File: src/bedc_pkg.sv
// Shared types and constants for the button edge and double-click detector.
`default_nettype none

package bedc_pkg;

    localparam int POLL_BITS = 8;
    localparam int TIME_BITS = 32;

    typedef logic [1:0] click_count_t;
    typedef logic [TIME_BITS-1:0] time_ms_t;
    typedef logic [POLL_BITS-1:0] poll_mask_t;

    localparam click_count_t CLICK_NONE = 2'd0;
    localparam click_count_t CLICK_ONE  = 2'd1;
    localparam click_count_t CLICK_TWO  = 2'd2;

    localparam time_ms_t WINDOW_RESET = 32'd500;

    // What one lane found for the current poll
    typedef struct packed {
        logic down;
        logic up;
        logic held;
        logic dbl;
    } lane_flags_t;

endpackage

`default_nettype wire

File: src/bedc_lane.sv
// One button lane: edge detection, click count and first-click timestamp.
`default_nettype none

module bedc_lane (
    input  wire                    clk,
    input  wire                    rst_n,
    input  wire                    adv,
    input  wire                    btn_pressed,
    input  wire bedc_pkg::time_ms_t now_ms,
    input  wire bedc_pkg::time_ms_t window,
    output bedc_pkg::lane_flags_t  flags
);
    import bedc_pkg::*;

    logic         prev_reg;
    click_count_t count_reg;
    click_count_t count_next;
    time_ms_t     first_reg;
    time_ms_t     first_next;
    time_ms_t     elapsed;
    logic         expired;
    logic         in_window;
    click_count_t count_dn;

    assign elapsed   = now_ms - first_reg;
    assign expired   = (elapsed >= window);
    assign in_window = (elapsed <= window);

    always_comb
    begin
        flags      = '0;
        count_next = count_reg;
        first_next = first_reg;
        count_dn   = count_reg;
        if (!prev_reg && btn_pressed)
        begin
            flags.down = 1'b1;
            // drop a stale first click before counting this press
            if (count_reg == CLICK_ONE && expired)
                count_dn = CLICK_NONE;
            if (count_dn < CLICK_TWO)
                count_next = count_dn + 2'd1;
            else
                count_next = count_dn;
            if (count_next == CLICK_ONE)
                first_next = now_ms;
        end
        else if (prev_reg && !btn_pressed)
        begin
            if (count_reg == CLICK_ONE)
            begin
                if (expired)
                    count_next = CLICK_NONE;
            end
            else if (count_reg == CLICK_TWO)
            begin
                flags.dbl  = in_window;
                count_next = CLICK_NONE;
            end
            flags.up = !flags.dbl;
        end
        else if (prev_reg && btn_pressed)
        begin
            flags.held = 1'b1;
        end
    end

    always_ff @(posedge clk or negedge rst_n)
    begin
        if (!rst_n)
        begin
            prev_reg  <= 1'b0;
            count_reg <= CLICK_NONE;
            first_reg <= '0;
        end
        else if (adv)
        begin
            prev_reg  <= btn_pressed;
            count_reg <= count_next;
            first_reg <= first_next;
        end
    end

    a_count_range: assert property (@(posedge clk) disable iff (!rst_n)
        count_reg != 2'd3)
        else $error("click count out of range");

    a_dbl_clears: assert property (@(posedge clk) disable iff (!rst_n)
        adv && flags.dbl |=> count_reg == CLICK_NONE)
        else $error("count not cleared after double click");

endmodule

`default_nettype wire

File: src/bedc_merge.sv
// Merge stage: gathers lane flags into masks and holds the result register.
`default_nettype none

module bedc_merge #(
    parameter int NUM_BUTTONS = 8
) (
    input  wire                                     clk,
    input  wire                                     rst_n,
    input  wire                                     adv,
    input  wire bedc_pkg::lane_flags_t [NUM_BUTTONS-1:0] lane_flags,
    input  wire                                     out_ready,
    output logic                                    out_valid,
    output bedc_pkg::poll_mask_t                    down_mask,
    output bedc_pkg::poll_mask_t                    up_mask,
    output bedc_pkg::poll_mask_t                    held_mask,
    output bedc_pkg::poll_mask_t                    double_click_mask
);
    import bedc_pkg::*;

    logic       valid_reg;
    logic       valid_next;
    poll_mask_t down_next;
    poll_mask_t up_next;
    poll_mask_t held_next;
    poll_mask_t dbl_next;
    poll_mask_t down_reg;
    poll_mask_t up_reg;
    poll_mask_t held_reg;
    poll_mask_t dbl_reg;

    genvar gi;
    generate
        for (gi = 0; gi < POLL_BITS; gi++)
        begin : g_bit
            if (gi < NUM_BUTTONS)
            begin : g_lane
                assign down_next[gi] = lane_flags[gi].down;
                assign up_next[gi]   = lane_flags[gi].up;
                assign held_next[gi] = lane_flags[gi].held;
                assign dbl_next[gi]  = lane_flags[gi].dbl;
            end
            else
            begin : g_none
                assign down_next[gi] = 1'b0;
                assign up_next[gi]   = 1'b0;
                assign held_next[gi] = 1'b0;
                assign dbl_next[gi]  = 1'b0;
            end
        end
    endgenerate

    assign valid_next = adv ? 1'b1 : (valid_reg && !out_ready);

    always_ff @(posedge clk or negedge rst_n)
    begin
        if (!rst_n)
            valid_reg <= 1'b0;
        else
            valid_reg <= valid_next;
    end

    always_ff @(posedge clk)
    begin
        if (adv)
        begin
            down_reg <= down_next;
            up_reg   <= up_next;
            held_reg <= held_next;
            dbl_reg  <= dbl_next;
        end
    end

    assign out_valid         = valid_reg;
    assign down_mask         = down_reg;
    assign up_mask           = up_reg;
    assign held_mask         = held_reg;
    assign double_click_mask = dbl_reg;

    a_adv_valid: assert property (@(posedge clk) disable iff (!rst_n)
        adv |=> valid_reg)
        else $error("accepted poll produced no result");

    a_exclusive: assert property (@(posedge clk) disable iff (!rst_n)
        valid_reg |-> ((down_reg & (up_reg | held_reg | dbl_reg)) == '0)
                      && ((up_reg & (held_reg | dbl_reg)) == '0)
                      && ((held_reg & dbl_reg) == '0))
        else $error("button reported in more than one class");

endmodule

`default_nettype wire

File: src/button_edge_double_click_detector.sv
// Button edge and double-click detector: top level with lanes and merge stage.
//
// Usage: each input transaction (in_valid/in_ready) carries one poll: the
// pressed bits of up to eight buttons and a millisecond timestamp now_ms.
// Each output transaction (out_valid/out_ready) carries down, up, held and
// double-click masks for that poll, one result per poll, in order.
// The window register is written through cfg_valid/cfg_ready/cfg_data; the
// port is always ready. Write it only while no poll is in flight.
// out_valid rises in the cycle after input acceptance. Throughput: one poll
// per cycle while the receiver takes each result; every button lane does
// its 32-bit elapsed subtract and window compare in the same cycle as the
// accept, then the merge stage registers the masks.
// Reset clears the previous pressed state, every click count and start time,
// and loads the window with 500 ms. No output is valid after reset.
// When the receiver stalls, the result register holds and in_ready drops
// until the result is taken; a new poll is accepted in the cycle the
// waiting result leaves.
`default_nettype none

module button_edge_double_click_detector #(
    parameter int NUM_BUTTONS = 8
) (
    input  wire                       clk,
    input  wire                       rst_n,
    input  wire                       cfg_valid,
    output logic                      cfg_ready,
    input  wire bedc_pkg::time_ms_t   cfg_data,
    input  wire                       in_valid,
    output logic                      in_ready,
    input  wire bedc_pkg::poll_mask_t pressed,
    input  wire bedc_pkg::time_ms_t   now_ms,
    output logic                      out_valid,
    input  wire                       out_ready,
    output bedc_pkg::poll_mask_t      down_mask,
    output bedc_pkg::poll_mask_t      up_mask,
    output bedc_pkg::poll_mask_t      held_mask,
    output bedc_pkg::poll_mask_t      double_click_mask
);
    import bedc_pkg::*;

    time_ms_t                      window_reg;
    logic                          adv;
    logic [NUM_BUTTONS-1:0]        lane_pressed;
    lane_flags_t [NUM_BUTTONS-1:0] lane_flags;

    assign cfg_ready = 1'b1;

    always_ff @(posedge clk or negedge rst_n)
    begin
        if (!rst_n)
            window_reg <= WINDOW_RESET;
        else if (cfg_valid && cfg_ready)
            window_reg <= cfg_data;
    end

    assign in_ready = !out_valid || out_ready;
    assign adv      = in_valid && in_ready;

    genvar gi;
    generate
        for (gi = 0; gi < NUM_BUTTONS; gi++)
        begin : g_lane
            // buttons past the poll width always read as released
            if (gi < POLL_BITS)
            begin : g_in
                assign lane_pressed[gi] = pressed[gi];
            end
            else
            begin : g_off
                assign lane_pressed[gi] = 1'b0;
            end

            bedc_lane u_lane (
                .clk         (clk),
                .rst_n       (rst_n),
                .adv         (adv),
                .btn_pressed (lane_pressed[gi]),
                .now_ms      (now_ms),
                .window      (window_reg),
                .flags       (lane_flags[gi])
            );
        end
    endgenerate

    bedc_merge #(
        .NUM_BUTTONS (NUM_BUTTONS)
    ) u_merge (
        .clk               (clk),
        .rst_n             (rst_n),
        .adv               (adv),
        .lane_flags        (lane_flags),
        .out_ready         (out_ready),
        .out_valid         (out_valid),
        .down_mask         (down_mask),
        .up_mask           (up_mask),
        .held_mask         (held_mask),
        .double_click_mask (double_click_mask)
    );

endmodule

`default_nettype wire

File: config.mk
export PLATFORM = sky130hd
export DESIGN_NAME = button_edge_double_click_detector
export DESIGN_NICKNAME = d
export VERILOG_FILES = /design/src/bedc_pkg.sv /design/src/bedc_lane.sv /design/src/bedc_merge.sv /design/src/button_edge_double_click_detector.sv
export SDC_FILE = /design/constraint.sdc
export NUM_CORES = 1
export LEC_CHECK = 0
export BUFFER_PORTS_ARGS = -buffer_cell sky130_fd_sc_hd__buf_2
export CAP_MARGIN = 20
export CORE_ASPECT_RATIO = 0.75
export CORE_MARGIN = 5
export CORE_UTILIZATION = 60
export CTS_CLUSTER_DIAMETER = 200
export DETAILED_ROUTE_END_ITERATION = 10
export PLACE_DENSITY = 0.77
export SKIP_CTS_REPAIR_TIMING = 1
export SLEW_MARGIN = 30
export SYNTH_ARGS = -nofsm -noshare
export SYNTH_HDL_FRONTEND = slang
export SYNTH_SLANG_ARGS = --single-unit
File: constraint.sdc
create_clock -name clk -period 7.5 [get_ports clk]
set_input_delay 0.375 -clock clk [delete_from_list [all_inputs] [get_ports clk]]
set_output_delay 0.375 -clock clk [all_outputs]
set_load 0.05 [all_outputs]
## Yosys cells after proc, flatten, opt, wreduce, memory -nomap -nowiden

Index checks and enable logic that the tools add are counted.

- Add/subtract/negate cells: 16
- Magnitude comparators: 24
- Equal/unequal tests: 32
- Reduce and logical (&&, ||, !) cells: 109
- Bitwise logic cells: 8
- Muxes and demuxes: 121

Operator list:

| operator | count |
|---|---|
| greater-or-equal comparator 32 bit | 8 |
| less-or-equal comparator 32 bit | 8 |
| subtractor 32 bit | 8 |
| 2-to-1 mux 2 bit | 72 |
| 2-to-1 mux 1 bit | 49 |
| logical AND 1 bit | 34 |
| equality test 2 x 1 -> 1 bit, second input constant | 16 |
| AND reduction 4 bit | 8 |
| OR reduction 2 bit | 16 |
| logical NOT 1 bit | 26 |
| inequality test 3 x 1 -> 1 bit, second input constant | 8 |
| AND reduction 3 bit | 8 |
| nonzero test 3 bit | 8 |
| adder 2 x 1 -> 2 bit, second input constant | 8 |
| equality test 2 bit, second input constant | 8 |
| less-than comparator 2 bit, second input constant | 8 |
| nonzero test 2 bit | 8 |
| inverter 1 bit | 8 |
| logical OR 1 bit | 1 |

- Output and inout port bits: 35
- Bits in registers: 345
- Input bits: 77

## Depth between registers and ports, before layout

- Word-level depth: 10
- Gate-level depth with buffers: 25
- Depth with buffers taken out: 24

## Cells and area by module

A second synthesis with hierarchy kept.

- Cells, all modules: 3938
- Area total of the unflattened synthesis: 34749.6 um^2

By module, submodules not included:

| module | area each (um^2) | times used | cells each |
|---|---|---|---|
| bedc_lane at g_lane[1].u_lane ... | 4057.6 | 4 | 479 |
| bedc_lane at g_lane[0].u_lane ... | 4067.7 | 2 | 483 |
| bedc_lane at g_lane[3].u_lane | 4017.6 | 1 | 481 |
| bedc_lane at g_lane[7].u_lane | 3992.6 | 1 | 468 |
| button_edge_double_click_detector | 1376.3 | 1 | 72 |
| bedc_merge | 997.2 | 1 | 35 |

## Least setup slack after synthesis

No wires, ideal clock.

- Path type: input-to-reg
- Start point: input port now_ms[0]
- End point: register g_lane[7].u_lane.first_reg[10]
- Path slack: 2.124 ns
- Data required time: 7.375 ns
- Data arrival time: 5.251 ns
- Buffers on the path: 1
- Library setup time: 0.125 ns
- Stages: 23
- Path through: inv_1 > ha_1 > fa_1 > nor2b_1 > o21a_1 > o21ai_0 > a21o_1 > o311ai_0 > a221o_1 > a21oi_1 > a311o_1 > ha_1 > a21o_1 > a21o_1 > a21oi_1 > o21ai_0 > a21oi_1 > a21boi_0 > nand2b_1 > ha_1 > nand3_1 > clkbuf_1 > mux2_2

- Cells in the longest elaborated chain, start to end: 10
- Elaborated cells between the ends (all ways): 11
- Those cells by class: add/sub (2); order compare (2); eq/ne (1); mux (4); reduce/logical (2)

Ends and longest elaborated chain:

| what | line | source |
|---|---|---|
| start, declared | button_edge_double_click_detector.sv:31 | `input wire bedc_pkg::time_ms_t now_ms,` |
| subtractor 32 bit (*) | bedc_lane.sv:25 | `assign elapsed = now_ms - first_reg;` |
| greater-or-equal comparator 32 bit (*) | bedc_lane.sv:26 | `assign expired = (elapsed >= window);` |
| logical AND 1 bit (*) | bedc_lane.sv:39 | `if (count_reg == CLICK_ONE && expired)` |
| 2-to-1 mux 2 bit (*) | bedc_lane.sv:39 |  |
| 2-to-1 mux 2 bit (*) | bedc_lane.sv:35 | `if (!prev_reg && btn_pressed)` |
| adder 2 x 1 -> 2 bit or less-than comparator 2 bit (tied branches) | bedc_lane.sv:42, bedc_lane.sv:41 |  |
| 2-to-1 mux 2 bit (*) | bedc_lane.sv:41 | `if (count_dn < CLICK_TWO)` |
| 2-to-1 mux 2 bit (*) | bedc_lane.sv:35 |  |
| equality test 2 x 1 -> 1 bit (*) | bedc_lane.sv:45 | `if (count_next == CLICK_ONE)` |
| AND reduction 3 bit (no source line) (*) | - |  |
| end signal, assigned | bedc_lane.sv:80 | `first_reg <= first_next;` |
| end, declared | bedc_lane.sv:18 | `time_ms_t first_reg;` |

Mark *: on every way between the ends. The rest lies on a longest branch, timed or not. The select of a mux whose other input is x is not followed.
A chain may end at the register's enable or synchronous reset.

## Final worst setup path

- Start point: input port now_ms[1]
- End point: register g_lane[5].u_lane.first_reg[6]

- Cells in the longest elaborated chain, start to end: 10
- Elaborated cells between the ends (all ways): 11
- Those cells by class: add/sub (2); order compare (2); eq/ne (1); mux (4); reduce/logical (2)

Ends and longest elaborated chain:

| what | line |
|---|---|
| subtractor 32 bit (*) | bedc_lane.sv:25 |
| greater-or-equal comparator 32 bit (*) | bedc_lane.sv:26 |
| logical AND 1 bit (*) | bedc_lane.sv:39 |
| 2-to-1 mux 2 bit (*) | bedc_lane.sv:39 |
| 2-to-1 mux 2 bit (*) | bedc_lane.sv:35 |
| adder 2 x 1 -> 2 bit or less-than comparator 2 bit (tied branches) | bedc_lane.sv:42, bedc_lane.sv:41 |
| 2-to-1 mux 2 bit (*) | bedc_lane.sv:41 |
| 2-to-1 mux 2 bit (*) | bedc_lane.sv:35 |
| equality test 2 x 1 -> 1 bit (*) | bedc_lane.sv:45 |
| AND reduction 3 bit (no source line) (*) | - |
| end signal, assigned | bedc_lane.sv:80 |
| end, declared | bedc_lane.sv:18 |

Marks and branches as above.

==> results_tabular.tex <==
\begin{tabular}{lr}
\hline
Metric & Value \\
\hline
\multicolumn{2}{l}{\textbf{Pwr}} \\
Power Density & 475 nW/µm² \\
Switch share & 45.6\% \\
Static Leakage & 17.5 nW \\
Sequential share of power & 18.4\% \\
Combinational fraction of design power & 69.4\% \\
Internal power & approximately 9.1 mW \\
Switching power & 7.64 mW \\
Clock group share of total power & 12.2\% \\
Worst ir drop on vdd & around 0.24 mV \\
\multicolumn{2}{l}{\textbf{Worst setup path}} \\
Critical-path maximum fanout & 34 \\
Critical R2R Launch & g\_lane[6].u\_lane.first\_reg[1] \\
Worst R2R End & g\_lane[6].u\_lane.first\_reg[27] \\
Slowest stage cell, crit path & sky130\_fd\_sc\_hd\_\_nand3\_2 \\
Delay of the slowest cell on the worst path & 0.64 ns \\
WP data required & about 8 ns \\
Series of cell instances along the critical path & buf\_2 -> inv\_1 -> buf\_4 -> fa\_1 -> nor2b\_1 -> o31a\_1 -> o21ai\_0 -> a21oi\_1 -> o211ai\_1 -> o22ai\_1 -> a31oi\_1 -> a31oi\_1 -> o211ai\_1 -> ha\_1 -> nand4\_1 -> nor4\_1 -> o21ai\_0 -> a21boi\_0 -> nand2b\_1 -> ha\_1 -> nand3\_2 -> mux2\_2 \\
Worst setup EP type & register \\
Critical path class & input pin to register \\
Reg2Reg Setup Slack & 1.38 ns \\
Sort of element at the start of the critical path & input pin \\
Critical path data arrival time & 6.63 ns \\
Worst reg2reg path depth & 22 \\
CP Launch Point & now\_ms[1] \\
\multicolumn{2}{l}{\textbf{GRT}} \\
Total gr overflow & 0 \\
Gr busiest metal & met1 \\
Met3 Track Usage GR & 5.17\% \\
Met1 routing resource usage after global routing & 45.3\% \\
Wire length of the first global-routing pass & 140000 µm \\
Combined global-route utilization of all metal layers & roughly 30\% \\
Vias in the first global route & 24900 \\
Met2 track demand over resource in global routing & 43.5\% \\
Maximum number of pins on one net before global-route repair & 149 \\
Initial antenna violation count & 4 \\
\multicolumn{2}{l}{\textbf{Drt}} \\
Via count & 27000 \\
DR WL/cell & 20.5 µm \\
Iteration-0 DRC Markers & between 2000 and 2500 \\
Remaining antenna violation count & 0 \\
Detailed-router iteration count before antenna repair & 5 \\
Post-detailed-routing wire length & 90000 µm \\
DR vias/cell & 6.13 \\
\# DRC & 0 \\
\multicolumn{2}{l}{\textbf{Final layout}} \\
P\&R area growth vs syn & 9.19\% \\
Flip-flop count of the largest register, all copies and words added & 256 \\
Fin area & around 35000 µm² \\
Final cell count without fillers & 4402 \\
Share of post-route cells with drive strength above 1 & a little over an eighth \\
Number of nets in the final layout & between 4000 and 5000 \\
\multicolumn{2}{l}{\textbf{Worst hold path}} \\
Worst min-delay path startpoint & cfg\_data[25] \\
Endpoint of the worst hold path & window\_reg[25] \\
Class of the tightest hold or removal check & input pin to register \\
Min-Delay Path Depth & 3 \\
\multicolumn{2}{l}{\textbf{STA}} \\
Setup-failing EPs final & 0 \\
Slew at the pin with the worst max-slew slack & $\sim$1.1 ns \\
Hold violation count in the final report & 0 \\
Setup tns final & 0 ns \\
Timing-limited maximum frequency & 162 MHz \\
Maximum clock skew at final layout & 0.0171 ns \\
Unrepaired setup endpoints after global routing & false \\
Fin. max-slew vios & 0 \\
Worst Slack Setup Final & 1.32 ns \\
Post-route clock period utilization & between 80 and 90\% \\
Worst max-slew margin expressed relative to the limit & 26.4\% \\
Post-layout minimum cycle time & 6.18 ns \\
Worst hold margin & about 0.0074 ns \\
\multicolumn{2}{l}{\textbf{Clocking}} \\
Clock transition at the register clock pins on the worst setup and hold paths after CTS & about 0.060 ns \\
Clk Latency, worst-skew pair & 0.57 ns \\
TritonCTS buffer count & 40 \\
Master cell of the clock root buffer & sky130\_fd\_sc\_hd\_\_clkbuf\_16 \\
CTS tree & done \\
Number of levels the H-tree was split into & 2 \\
Max Buffers Root-to-Sink & 3 \\
Clock sink total & around 350 \\
\multicolumn{2}{l}{\textbf{Yosys}} \\
Flip-flop and latch count after synthesis & 345 \\
Share of flip-flops with an asynchronous set or reset & 90.7\% \\
Post-synthesis cell count & 3519 \\
Post-synthesis instance area & 32300 µm² \\
Proportion of netlist area held by the largest area contributor & 23.8\% \\
Warnings, synthesis & 0 \\
Syn\_area\_per\_cell & 9.18 µm² \\
EDFF count, synth & 32 \\
Cells taking the most area after synthesis & sky130\_fd\_sc\_hd\_\_dfrtp\_1 (24\%), sky130\_fd\_sc\_hd\_\_ha\_1 (22\%), sky130\_fd\_sc\_hd\_\_mux2\_2 (8.4\%) \\
Post-synthesis sequential area ratio & between 20 and 30\% \\
Count leader, synth & sky130\_fd\_sc\_hd\_\_ha\_1 \\
Commonest cells in the synthesized netlist & sky130\_fd\_sc\_hd\_\_ha\_1 (560), sky130\_fd\_sc\_hd\_\_inv\_1 (356), sky130\_fd\_sc\_hd\_\_dfrtp\_1 (307) \\
Number of nets produced by synthesis & approximately 4200 \\
Top flip-flop cell by instance count after synthesis & sky130\_fd\_sc\_hd\_\_dfrtp\_1 \\
Yosys cell types & 67 \\
Cell type contributing the most total cell area after synthesis & sky130\_fd\_sc\_hd\_\_dfrtp\_1 \\
\multicolumn{2}{l}{\textbf{Floorplanning}} \\
Area of the core region & between 50000 and 60000 µm² \\
I/O pin total & 112 \\
Die Outline Area & 58600 µm² \\
Initial Utilization & about three fifths \\
Row cnt & 73 \\
Height of the chip & between 200 and 250 µm \\
Overall die width & 278 µm \\
\multicolumn{2}{l}{\textbf{Placed design}} \\
Area after detailed placement & 33900 µm² \\
Total half-perimeter wirelength after legalization and detailed placement & 66900 µm \\
Pre-CTS worst setup slack & 0.831 ns \\
Placed instance count & 4328 \\
Buffers added on ports & 110 \\
RePlAce Congestion & 0.952 \\
\multicolumn{2}{l}{\textbf{Run}} \\
Max-cap violation count & 0 \\
\multicolumn{2}{l}{\textbf{Status}} \\
Status & completed \\
\hline
\end{tabular}
-- placed cells by master (no fill, tap or decap), types with 20 or more instances in the layout --
master / count
sky130_fd_sc_hd__buf_4: 39
sky130_fd_sc_hd__o21a_1: 64
sky130_fd_sc_hd__edfxtp_1: 32
sky130_fd_sc_hd__buf_2: 109
sky130_fd_sc_hd__nor2b_1: 46
sky130_fd_sc_hd__o21ai_0: 195
sky130_fd_sc_hd__inv_1: 356
sky130_fd_sc_hd__ha_1: 560
sky130_fd_sc_hd__clkbuf_16: 41
sky130_fd_sc_hd__nand2b_1: 53
sky130_fd_sc_hd__a21boi_0: 20
sky130_fd_sc_hd__o211ai_1: 20
sky130_fd_sc_hd__a21oi_1: 261
sky130_fd_sc_hd__xnor2_1: 159
sky130_fd_sc_hd__o21bai_1: 40
sky130_fd_sc_hd__and2_1: 24
sky130_fd_sc_hd__nand3_1: 48
sky130_fd_sc_hd__a31oi_1: 32
sky130_fd_sc_hd__a21o_1: 228
sky130_fd_sc_hd__dfrtp_1: 307
sky130_fd_sc_hd__and3_1: 20
sky130_fd_sc_hd__nor2_1: 165
sky130_fd_sc_hd__nor3_1: 36
sky130_fd_sc_hd__nand2_1: 181
sky130_fd_sc_hd__xor2_1: 68
sky130_fd_sc_hd__nand4_1: 90
sky130_fd_sc_hd__mux2_2: 241
-- how the worst max path moves through the flow --
stage                     slack, ns  cells after the start                             end
after floorplan                2.12                     23  g_lane[7].u_lane.first_reg[10]
after global placement         0.98                     22   g_lane[2].u_lane.first_reg[7]
after detailed placement       0.83                     22  g_lane[0].u_lane.first_reg[10]
after CTS                      1.35                     19  g_lane[2].u_lane.first_reg[15]
after global routing           0.83                     20   g_lane[0].u_lane.first_reg[6]
final                          1.32                     22   g_lane[5].u_lane.first_reg[6]
-- worst max-delay path, delay by kind of cell --
kind	cells	cell delay (ns)
compound gates	10	2.12
simple gates	5	1.73
fa+ha+maj	3	0.94
buf+inv	3	0.87
mux	1	0.57
-- power groups by stage --
stage	registers (mW)	clock network (mW)	logic, mW
3_5_place_dp	3.10	0	11.3
6_report	3.08	2.05	11.6
3_3_place_gp	3.06	0	11.1
2_1_floorplan	3.03	0	8.82
4_1_cts	3.07	2.08	11.4
5_1_grt	3.16	2.15	13.0
-- per-layer routing --
layer  vias to the layer above  routed length, µm
met3                       161               8240
met5                         -                  0
li1                      13000                  -
met1                     12800              42700
met2                       988              36300
met4                         0               2790
-- layout make-up --
cell class / count / area, µm²
Multi-Input combinational cell: 2762 / 22000
Fill cell: 4471 / 17900
Sequential cell: 345 / 8800
Inverter: 357 / 1340
Clock buffer: 52 / 1120
Timing Repair Buffer: 153 / 915
Tap cell: 712 / 891
Clock inverter: 20 / 205
Antenna cell: 1 / 2.50
-- through the flow --
stage | power [mW] | utilization, %
2_1_floorplan | 11.8 | -
3_3_place_gp | 14.1 | 63.8
3_5_place_dp | 14.4 | 63.8
4_1_cts | 16.6 | 66.3
5_1_grt | 18.3 | 66.4
6_report | 16.8 | 66.4
-- cell families (layout without fill, tap and decap cells) --
group                    Yosys count  count (layout)  synth area share (%)
multiplexers                     246             246                  8.56
other                              1               2                0.0116
adder cells (fa/ha/maj)          568             568                  22.2
AND/OR/NAND/NOR                  733             733                  11.3
XOR/XNOR                         227             227                  6.15
buffers and inverters            412             582                  4.80
AO/OA/AOI/OAI                    987             987                  19.8
flip-flops                       345             345                  27.2
Power figures use the tool's default switching activity.
